`config.mk`:
```
export PLATFORM = sky130hd
export DESIGN_NAME = tvd_ctrl
export DESIGN_NICKNAME = d
export VERILOG_FILES = /design/src/rtl/tvd_pkg.sv /design/src/rtl/tvd_ctrl.sv
export SDC_FILE = /design/constraint.sdc
export NUM_CORES = 1
export LEC_CHECK = 0
export ABC_CLOCK_PERIOD_IN_PS = 1400
export BUFFER_PORTS_ARGS = -buffer_cell sky130_fd_sc_hd__clkbuf_2
export CORE_MARGIN = 8
export CORE_UTILIZATION = 35
export CTS_BUF_LIST = sky130_fd_sc_hd__clkbuf_8 sky130_fd_sc_hd__clkbuf_16
export DETAILED_ROUTE_END_ITERATION = 12
export GPL_ROUTABILITY_DRIVEN = 1
export SYNTH_ARGS = -nofsm -noshare
export SYNTH_HDL_FRONTEND = slang
export SYNTH_SLANG_ARGS = --single-unit
```
`constraint.sdc`:
```
create_clock -name i_clk -period 1.4 [get_ports i_clk]
set_input_delay 0.14 -clock i_clk [delete_from_list [all_inputs] [get_ports i_clk]]
set_output_delay 0.14 -clock i_clk [all_outputs]
set_load 0.02 [all_outputs]
```
`src/rtl/tvd_pkg.sv`:
```
// ----------------------------------------------------------------------------
// tvd_pkg
// shared types, codes and helpers for the 1-d tv denoising block
// ----------------------------------------------------------------------------
`default_nettype none

package tvd_pkg;

    localparam int SAMPLE_W = 16;
    localparam int VALUE_W  = 32;
    localparam int IDX_W    = 6;
    localparam int LAMBDA_W = 16;
    localparam int SLOPE_W  = 8;
    localparam int ACC_W    = 24;
    localparam int WIDE_W   = 64;
    localparam logic [LAMBDA_W-1:0] LAMBDA_RESET = 16'd256;

    // clip modes
    localparam logic [1:0] MODE_LO  = 2'd0;
    localparam logic [1:0] MODE_HI  = 2'd1;
    localparam logic [1:0] MODE_FIN = 2'd2;

    typedef struct packed {
        logic       ld_in;
        logic       init_l;
        logic       init_r;
        logic       clip_start;
        logic [1:0] mode;
        logic       mul_a;
        logic       mul_s;
        logic       step;
        logic       fin_ptr;
        logic       div_start;
        logic       wr_knot;
        logic       commit;
        logic       ld_v;
        logic       push;
        logic       push_single;
        logic       clamp;
    } t_cmd;

    typedef struct packed {
        logic       cnt_zero;
        logic       is_last;
        logic       loop_ok;
        logic       cond;
        logic       div_done;
        logic       k_zero;
        logic       out_free;
        logic [1:0] mode;
    } t_sts;

    // saturate a wide value to the signed q16.16 range
    function automatic logic signed [VALUE_W-1:0] sat32(input logic signed [WIDE_W-1:0] v);
        if (v > $signed(64'sh0000_0000_7fff_ffff)) begin
            sat32 = 32'sh7fff_ffff;
        end else if (v < $signed(64'shffff_ffff_8000_0000)) begin
            sat32 = 32'sh8000_0000;
        end else begin
            sat32 = v[VALUE_W-1:0];
        end
    endfunction

    // saturate an accumulated slope to 8 bits
    function automatic logic signed [SLOPE_W-1:0] sat8(input logic signed [ACC_W-1:0] v);
        if (v > $signed(24'sd127)) begin
            sat8 = 8'sd127;
        end else if (v < $signed(-24'sd128)) begin
            sat8 = -8'sd128;
        end else begin
            sat8 = v[SLOPE_W-1:0];
        end
    endfunction

endpackage

`default_nettype wire

```
`src/rtl/tvd_ctrl.sv`:
```
// ----------------------------------------------------------------------------
// tvd_ctrl
// sequencer for seeding, clipping loops, divisions and the backward pass
// ----------------------------------------------------------------------------
`default_nettype none

module tvd_ctrl
    import tvd_pkg::*;
(
    input  wire logic i_clk,
    input  wire logic i_rst_n,
    input  wire logic i_in_valid,
    output logic      o_in_ready,
    output t_cmd      o_cmd,
    input  wire t_sts i_sts
);

    localparam logic [3:0] S_IDLE  = 4'd0;
    localparam logic [3:0] S_DEC   = 4'd1;
    localparam logic [3:0] S_SGL   = 4'd2;
    localparam logic [3:0] S_INIT1 = 4'd3;
    localparam logic [3:0] S_INIT2 = 4'd4;
    localparam logic [3:0] S_LRD   = 4'd5;
    localparam logic [3:0] S_LMUL  = 4'd6;
    localparam logic [3:0] S_LCMP  = 4'd7;
    localparam logic [3:0] S_LSTEP = 4'd8;
    localparam logic [3:0] S_LUPD  = 4'd9;
    localparam logic [3:0] S_LEND  = 4'd10;
    localparam logic [3:0] S_LDIV  = 4'd11;
    localparam logic [3:0] S_PUSH  = 4'd12;
    localparam logic [3:0] S_BRD   = 4'd13;

    logic [3:0] r_state;
    logic [3:0] n_state;

    assign o_in_ready = (r_state == S_IDLE) && i_sts.out_free;

    // next state and commands
    always_comb begin
        n_state = r_state;
        o_cmd   = '0;
        case (r_state)
            S_IDLE: begin
                if (i_in_valid && o_in_ready) begin
                    o_cmd.ld_in = 1'b1;
                    n_state     = S_DEC;
                end
            end
            S_DEC: begin
                if (i_sts.cnt_zero && i_sts.is_last) begin
                    n_state = S_SGL;
                end else if (i_sts.cnt_zero) begin
                    n_state = S_INIT1;
                end else begin
                    o_cmd.clip_start = 1'b1;
                    o_cmd.mode       = i_sts.is_last ? MODE_FIN : MODE_LO;
                    n_state          = S_LRD;
                end
            end
            S_SGL: begin
                if (i_sts.out_free) begin
                    o_cmd.push_single = 1'b1;
                    n_state           = S_IDLE;
                end
            end
            S_INIT1: begin
                o_cmd.init_l = 1'b1;
                n_state      = S_INIT2;
            end
            S_INIT2: begin
                o_cmd.init_r = 1'b1;
                n_state      = S_IDLE;
            end
            S_LRD: begin
                n_state = i_sts.loop_ok ? S_LMUL : S_LEND;
            end
            S_LMUL: begin
                o_cmd.mul_a = 1'b1;
                n_state     = S_LCMP;
            end
            S_LCMP: begin
                n_state = i_sts.cond ? S_LSTEP : S_LEND;
            end
            S_LSTEP: begin
                o_cmd.mul_s = 1'b1;
                n_state     = S_LUPD;
            end
            S_LUPD: begin
                o_cmd.step = 1'b1;
                n_state    = S_LRD;
            end
            S_LEND: begin
                o_cmd.fin_ptr   = (i_sts.mode != MODE_FIN);
                o_cmd.div_start = 1'b1;
                n_state         = S_LDIV;
            end
            S_LDIV: begin
                if (i_sts.div_done) begin
                    case (i_sts.mode)
                        MODE_LO: begin
                            o_cmd.wr_knot    = 1'b1;
                            o_cmd.clip_start = 1'b1;
                            o_cmd.mode       = MODE_HI;
                            n_state          = S_LRD;
                        end
                        MODE_HI: begin
                            o_cmd.wr_knot = 1'b1;
                            o_cmd.commit  = 1'b1;
                            n_state       = S_IDLE;
                        end
                        default: begin
                            o_cmd.ld_v = 1'b1;
                            n_state    = S_PUSH;
                        end
                    endcase
                end
            end
            S_PUSH: begin
                if (i_sts.out_free) begin
                    o_cmd.push = 1'b1;
                    n_state    = i_sts.k_zero ? S_IDLE : S_BRD;
                end
            end
            S_BRD: begin
                o_cmd.clamp = 1'b1;
                n_state     = S_PUSH;
            end
            default: begin
                n_state = S_IDLE;
            end
        endcase
    end

    always_ff @(posedge i_clk) begin
        if (!i_rst_n) begin
            r_state <= S_IDLE;
        end else begin
            r_state <= n_state;
        end
    end

    // a result beat is loaded only into a free output register
    a_push_free: assert property (@(posedge i_clk) disable iff (!i_rst_n)
        (o_cmd.push || o_cmd.push_single) |-> i_sts.out_free)
        else $error("result beat loaded over a pending beat");

    // divider finishes only while the sequencer waits for it
    a_div_wait: assert property (@(posedge i_clk) disable iff (!i_rst_n)
        i_sts.div_done |-> (r_state == S_LDIV))
        else $error("divider result arrived outside the wait state");

    // a division is always followed by the wait for it
    a_div_seq: assert property (@(posedge i_clk) disable iff (!i_rst_n)
        o_cmd.div_start |=> (r_state == S_LDIV))
        else $error("division started without waiting");

    // clamp reads bounds right after a push
    a_clamp_seq: assert property (@(posedge i_clk) disable iff (!i_rst_n)
        o_cmd.clamp |-> $past(o_cmd.push))
        else $error("bound clamp without preceding beat");

endmodule

`default_nettype wire

```
==> summary.md, run 1 <==
| Metric | Value |
|---|---|
| First-pass GRT wire length | `approximately 4400 um` |
| Ys flop type | `dfxtp_1` |
| Cell Area, Synth | `between 500 and 600 sq um` |
| Worst setup path end | `o_cmd[16]` |
| Register area share after synthesis | `between 10% and 20%` |
| Synthesized Nets | `between 100 and 150` |
| Unrepaired setup endpoints after global routing | `yes` |
| R2r setup slk | `-0.09 ns` |
| # H-tree levels | `1` |
| Reg2reg start | `r_state[0]$_SDFFE_PN0P_` |
| Crit-path slowest cell | `dfxtp_4` |
| Endpoints failing hold | `0` |
| Largest net degree at the start of global routing | `11` |
| CTS sink cnt | `4` |
| Nets@finish | `between 150 and 200` |
| Max Buffers Root-to-Sink | `2` |
| Ys async rst share | `0%` |
| Max IR drop VDD | `between 0.0006 and 0.0007 V` |
| R2r endpoint | `r_state[0]$_SDFFE_PN0P_` |
| Overall power | `0.999 mW` |
| Final setup margin | `-0.148 ns` |
| Yosys reg bits | `4` |
| Crit end category | `output port` |
| TritonCTS clock tree | `built` |
| Worst setup startpoint | `r_state[2]$_SDFFE_PN0P_` |
| Commonest non-fill, non-tap cell in the layout | `buf_4` |
| Final setup vio count | `13` |
| Cells after DPL | `147` |
| Max Slew Vio Count | `0` |
| Port Buffer Count | `29` |
| Worst Tran Pin Value | `approximately 0.29 ns` |
| Failing checks | `negative setup slack` |
| Final worst-path cycle share | `111%` |
| Most frequent cells in the layout | `buf_4 (30), buf_6 (13), clkbuf_2 (12)` |
| Vias | `roughly 900` |
| Drt total wl | `2980 um` |
| Buf/Inv on CP | `2` |
| Post-route ant nets | `0` |
| GRT Util Overall | `around 17%` |
| DR iter-0 viols | `37` |
| DRC Markers | `0` |
| Share of cells above drive strength 1 | `just under 70%` |
| Die width | `about 57 um` |
| Cells after Synth | `just over 90` |
| P_leak | `between 0.6 and 0.7 nW` |
| ANT cells | `0` |
| P per Cell Area | `just over 700 mW/mm^2` |
| Worst path top cell family by delay | `simple AND/OR/NAND/NOR gates` |
| Gr ovfl total | `0` |
| Final Critical Period | `approximately 1.5 ns` |
| Clock transition at the registers of the reported paths | `roughly 0.040 ns` |
| Stages on worst setup path | `6` |
| Hold Path Class | `input port to flop` |
| Largest register FFs | `4` |
| Core Area | `approximately 0.0017 sq mm` |
| CTS buffer count | `3` |
| Status | `finished, violations left` |
| Syn_area_per_cell | `around 6.6 sq um` |
| Dpl ws | `-0.113 ns` |
| Root Driver | `clkbuf_8` |
| Max_cap viols | `0` |
| CP Launch Type | `flop` |
| Finished Core Util | `about 83%` |
| Wire length per cell | `roughly 18 um` |
| CTS hold repair buffers | `0` |
| Initial core utilization | `between 30% and 40%` |
| WP data required | `between 1 and 1.5 ns` |
| Via density per instance | `~5.6` |
| Non-Filler Instances | `167` |
| Area Growth Syn to Fin | `132%` |
| # IOs | `30` |
| DRT Pass-1 Iters | `4` |
| Die area | `0.00328 sq mm` |
| DP Wirelength | `around 1600 um` |
| Max frequency | `between 600 and 700 MHz` |
| Slew headroom | `approximately four fifths` |
| Biggest registers after layout | `r_state (4)` |
| Reg with most FFs | `r_state` |
| Worst path arrival time | `~1.4 ns` |
| Distinct cell type count after synthesis | `39` |
| Number of global-route vias before repair | `between 900 and 1k` |
| Initial antenna violation count | `0` |
| Crit-path max FO | `7` |
| Yosys warns | `0` |
| Critical path class | `flop to output port` |
| Chip Height | `~57 um` |
| CP peak stage delay | `roughly 0.37 ns` |
| Gpl congestion | `just under 0.9` |
| Layout Skew | `about 0.0064 ns` |
| Crit path cell chain | `buf_6, nor2_4, nand2_4, nor3_4, and2_4, clkbuf_8` |
| Clock latency at the later pin of the worst-skew pair | `about 0.23 ns` |
| R2r worst-path depth | `7` |
| Number of synthesized flops with an enable pin | `0` |
| Row count | `15` |
-- worst min-delay path by stage --
stage                     startpoint                       to  slack [ns]  cells after the start
after floorplan             i_sts[0]                o_cmd[11]        0.31                      1
after global placement       i_rst_n  r_state[0]$_SDFFE_PN0P_        0.45                      3
after detailed placement     i_rst_n  r_state[0]$_SDFFE_PN0P_        0.44                      3
after CTS                    i_rst_n  r_state[0]$_SDFFE_PN0P_        0.23                      3
after global routing        i_sts[4]  r_state[0]$_SDFFE_PN0P_        0.31                      3
final                       i_sts[5]  r_state[1]$_SDFFE_PN0P_        0.28                      5
-- layer usage --
metal  vias to the layer above  global-route usage [%]  share of wire [%]
li1                        445                       -                  -
met5                         -                       0                  0
met3                         7                    5.61                6.8
met4                         0                    7.50                1.8
met2                        36                    28.7                 48
met1                       439                    18.2                 43
-- worst reg2reg max path, cell delays in order, from the launching register on --
cell	delay, ns
dfxtp_4	0.35
buf_12	0.14
buf_8	0.13
nor4bb_4	0.15
o21ai_2	0.15
nand3_2	0.10
a221o_1	0.28
a21oi_2	0.12
-- area by class of cell --
class | count | area (sq um)
Multi-Input combinational cell | 74 | 636
Tap cell | 17 | 21.3
Inverter | 4 | 15.0
Fill cell | 83 | 287
Timing Repair Buffer | 65 | 578
Clock buffer | 3 | 41.3
Sequential cell | 4 | 92.6
-- cell usage after synthesis, drive strengths merged, types with 2 or more instances --
master  instances  area, sq um
a21oi           5         28.8
and3            3         18.8
buf             9         63.8
dfxtp           4         80.1
inv             4         15.0
nand2           9         33.8
nand2b          6         37.5
nand3           2         10.0
nand4b          2         17.5
nor2           10         37.5
nor2b           4         25.0
nor3            5         25.0
o21ai           6         30.0
o31ai           2         15.0
-- stage by stage --
stage               cell area, sq um  hold WS (ns)  setup TNS, ns
floorplan                        656         0.310        -0.0151
global placement                 900         0.450         -0.186
detailed placement               900         0.437         -0.251
CTS                             1190         0.227         -0.374
global route                    1380         0.307          -1.54
finish                          1380         0.277         -0.735
-- power breakdown --
| part | internal, mW | switching, mW |
|---|---|---|
| sequential | 0.127 | 0.0202 |
| combinational | 0.316 | 0.276 |
| clock | 0.185 | 0.0760 |
-- cell families (layout without fill, tap and decap cells) --
group	Yosys count	after routing	share of synthesized area (%)
DFF	4	4	13.4
AOI/OAI and AO/OA	24	24	27.5
and+or+nand+nor	50	50	45.9
buffers and inverters	13	72	13.2
-- repair_timing --
item / in CTS / in global routing
buffers inserted: 15 / 3
pin swaps: 10 / 9
resized for setup: 36 / 53
endpoints found under the setup margin: 20 / 19
No activity file was read; power rests on OpenSTA's default activity.
==> run 2: changes to the inputs <==
--- a/config.mk
+++ b/config.mk
@@ -7,11 +7,13 @@
 export LEC_CHECK = 0
 export ABC_CLOCK_PERIOD_IN_PS = 1400
 export BUFFER_PORTS_ARGS = -buffer_cell sky130_fd_sc_hd__clkbuf_2
+export CORE_ASPECT_RATIO = 0.8
 export CORE_MARGIN = 8
 export CORE_UTILIZATION = 35
 export CTS_BUF_LIST = sky130_fd_sc_hd__clkbuf_8 sky130_fd_sc_hd__clkbuf_16
 export DETAILED_ROUTE_END_ITERATION = 12
 export GPL_ROUTABILITY_DRIVEN = 1
+export RECOVER_POWER = 50
 export SYNTH_ARGS = -nofsm -noshare
 export SYNTH_HDL_FRONTEND = slang
 export SYNTH_SLANG_ARGS = --single-unit
==> run 2 against run 1 <==
The flow still finishes with violations (negative setup slack); combinational power down 15%; sequential share of layout area grew 0.85 points; register-to-register slack improved by 0.05 ns; total power down 9.8%; non-clock buffer count down 5; cell area decreased by 8.9%; sequential power is essentially flat; count of clock-buffer cells in the layout is the same; setup slack better by 0.032 ns; first-iteration DRC count shrank 5.4%; highest routed layer unchanged.
==> summary.md, run 2 (synthesized netlist as in run 1, its figures left out) <==
| Metric | Value |
|---|---|
| Crit-path slowest cell | `dfxtp_4` |
| Sw Share | `36.3% (-0.88 points)` |
| Worst path top cell family by delay | `simple AND/OR/NAND/NOR gates` |
| WP data required | `1.26 ns (about the same)` |
| CP Launch Type | `flop` |
| Buf/Inv on CP | `2 (unchanged)` |
| First-pass GRT wire length | `3940 um (-9.5%)` |
| Number of global-route vias before repair | `858 (-12%)` |
| Share of cells above drive strength 1 | `64.8% (-3.2 points)` |
| Max frequency | `660 MHz (+2.1%)` |
| DRC Markers | `0 (unchanged)` |
| TritonCTS clock tree | `built` |
| Worst path arrival time | `1.38 ns (-0.03 ns)` |
| Max Slew Vio Count | `0 (unchanged)` |
| Initial antenna violation count | `0 (unchanged)` |
| Final setup vio count | `10 (-3)` |
| Wire length per cell | `16.2 um (-9.4%)` |
| CTS buffer count | `3 (unchanged)` |
| Most frequent cells in the layout | `buf_4 (34), clkbuf_2 (12), buf_6 (9)` |
| P per Cell Area | `715 mW/mm^2 (-0.98%)` |
| Failing checks | `negative setup slack` |
| Slew headroom | `82.8% (+2.4 points)` |
| DR iter-0 viols | `35 (-5.4%)` |
| Final worst-path cycle share | `108% (-2.3 points)` |
| Core Area | `0.00161 sq mm (-3.6%)` |
| Max_cap viols | `0 (unchanged)` |
| Biggest registers after layout | `r_state (4)` |
| Layout Skew | `0.00585 ns (-0.000564 ns)` |
| Seq pwr share | `16.4% (+1.6 points)` |
| Row count | `13 (-2)` |
| Area Growth Syn to Fin | `111%` |
| Drt total wl | `2700 um (-9.4%)` |
| Power Internal | `0.574 mW (-8.5%)` |
| Largest register FFs | `4 (unchanged)` |
| Via density per instance | `5.45 (-1.8%)` |
| Chip Height | `52.9 um (-7.6%)` |
| CTS hold repair buffers | `0 (unchanged)` |
| Clock transition at the registers of the reported paths | `0.04 ns (about the same)` |
| Die area | `0.00329 sq mm (+0.25%)` |
| Crit end category | `output port` |
| CTS sink cnt | `4 (unchanged)` |
| GRT Util Overall | `14.7% (-2.1 points)` |
| # IOs | `30 (unchanged)` |
| Status | `finished, violations left` |
| Crit path cell chain | `buf_4, nor2_4, nand2_2, nor3_4, and2_4, clkbuf_8` |
| Clock latency at the later pin of the worst-skew pair | `0.22 ns (about the same)` |
| Max IR drop VDD | `0.000638 V (+1.5%)` |
| Reg with most FFs | `r_state` |
| Gpl congestion | `0.857 (-4.0%)` |
| Psw | `0.328 mW (-12%)` |
| Initial core utilization | `37.1% (+1.3 points)` |
| # H-tree levels | `1 (unchanged)` |
| Nets@finish | `159 (-3.0%)` |
| Root Driver | `clkbuf_8` |
| Worst Tran Pin Value | `0.255 ns (-0.0398 ns)` |
| Critical path class | `flop to output port` |
| Post-route ant nets | `0 (unchanged)` |
| DP Wirelength | `1690 um (+3.1%)` |
| Die width | `62.2 um (+8.5%)` |
| Max Buffers Root-to-Sink | `2 (unchanged)` |
| Clock group share of total power | `28.2% (+2.1 points)` |
| Commonest non-fill, non-tap cell in the layout | `buf_4` |
| Unrepaired setup endpoints after global routing | `yes` |
| Final setup margin | `-0.116 ns (+0.0319 ns)` |
| Overall power | `0.902 mW (-9.8%)` |
| DRT Pass-1 Iters | `4 (unchanged)` |
| ANT cells | `0 (unchanged)` |
| Endpoints failing hold | `0 (unchanged)` |
| Final Critical Period | `1.52 ns (-0.0319 ns)` |
| Port Buffer Count | `29 (unchanged)` |
| P_leak | `0.571 nW (-8.4%)` |
| Gr ovfl total | `0 (unchanged)` |
| Comb pwr share | `55.4% (-3.8 points)` |
| Hold Path Class | `input port to flop` |
| Largest net degree at the start of global routing | `10 (-1)` |
| Crit-path max FO | `5 (-2)` |
| Hold Slack | `0.252 ns (-0.0258 ns)` |
| Vias | `910 (-1.8%)` |
| CP peak stage delay | `0.36 ns (about the same)` |
[run 2: tightest hold or removal path, stage by stage]
cell and delay [ns]:
clkbuf_2 0.09, inv_1 0.16, a21oi_2 0.05
[run 2: path summary, 6_finish.rpt]
| kind | from | end | slack [ns] | cells past startpoint |
|---|---|---|---|---|
| setup / recovery | r_state[0]$_SDFFE_PN0P_ | o_cmd[16] | -0.12 | 6 |
| hold / removal | i_rst_n | r_state[0]$_SDFFE_PN0P_ | 0.25 | 3 |
| setup reg to reg | r_state[0]$_SDFFE_PN0P_ | r_state[0]$_SDFFE_PN0P_ | -0.04 | 6 |
| hold reg to reg | r_state[3]$_SDFFE_PN0P_ | r_state[0]$_SDFFE_PN0P_ | 0.73 | 3 |
[run 2: area by class of cell]
class                   instances  area [sq um]
multi-input cells              74           597
repair buffers                 60           485
fillers                       117           349
flip-flops and latches          4          95.1
clock buffers                   3          41.3
well taps                      22          27.5
inverters                       4          15.0
[run 2: routing by layer]
metal  vias to the layer above  routed length [um]  global-route usage [%]
met5                         -                   0                       0
met4                         0                  32                    6.56
met3                         6                 163                    4.21
met2                        37                1350                    24.7
met1                       430                1160                    17.3
li1                        437                   -                       -
[run 2: power by group through the flow]
stage / clock network, mW / logic, mW / registers, mW
floorplan: 0 / 0.230 / 0.136
finish: 0.254 / 0.500 / 0.148
detailed placement: 0 / 0.322 / 0.152
CTS: 0.255 / 0.409 / 0.148
global route: 0.266 / 0.534 / 0.150
global placement: 0 / 0.324 / 0.149
[run 2: timing repair]
item	in CTS	in global routing
buffers inserted	9	3
endpoints found under the hold margin	0	0
pin swaps	7	8
setup endpoints to repair	19	20
gates resized for setup	27	50
[run 2: metrics by stage]
stage,area (sq um),setup slack (ns),util (%),setup TNS [ns],std cells
2_1_floorplan,656,-0.0151,-,-0.0151,91
4_1_cts,1090,-0.0939,67.7,-0.462,164
3_5_place_dp,901,-0.0275,55.9,-0.0407,153
3_3_place_gp,901,-0.0372,55.9,-0.0372,153
6_report,1260,-0.116,78.3,-0.591,167
5_1_grt,1260,-0.195,78.3,-1.41,167
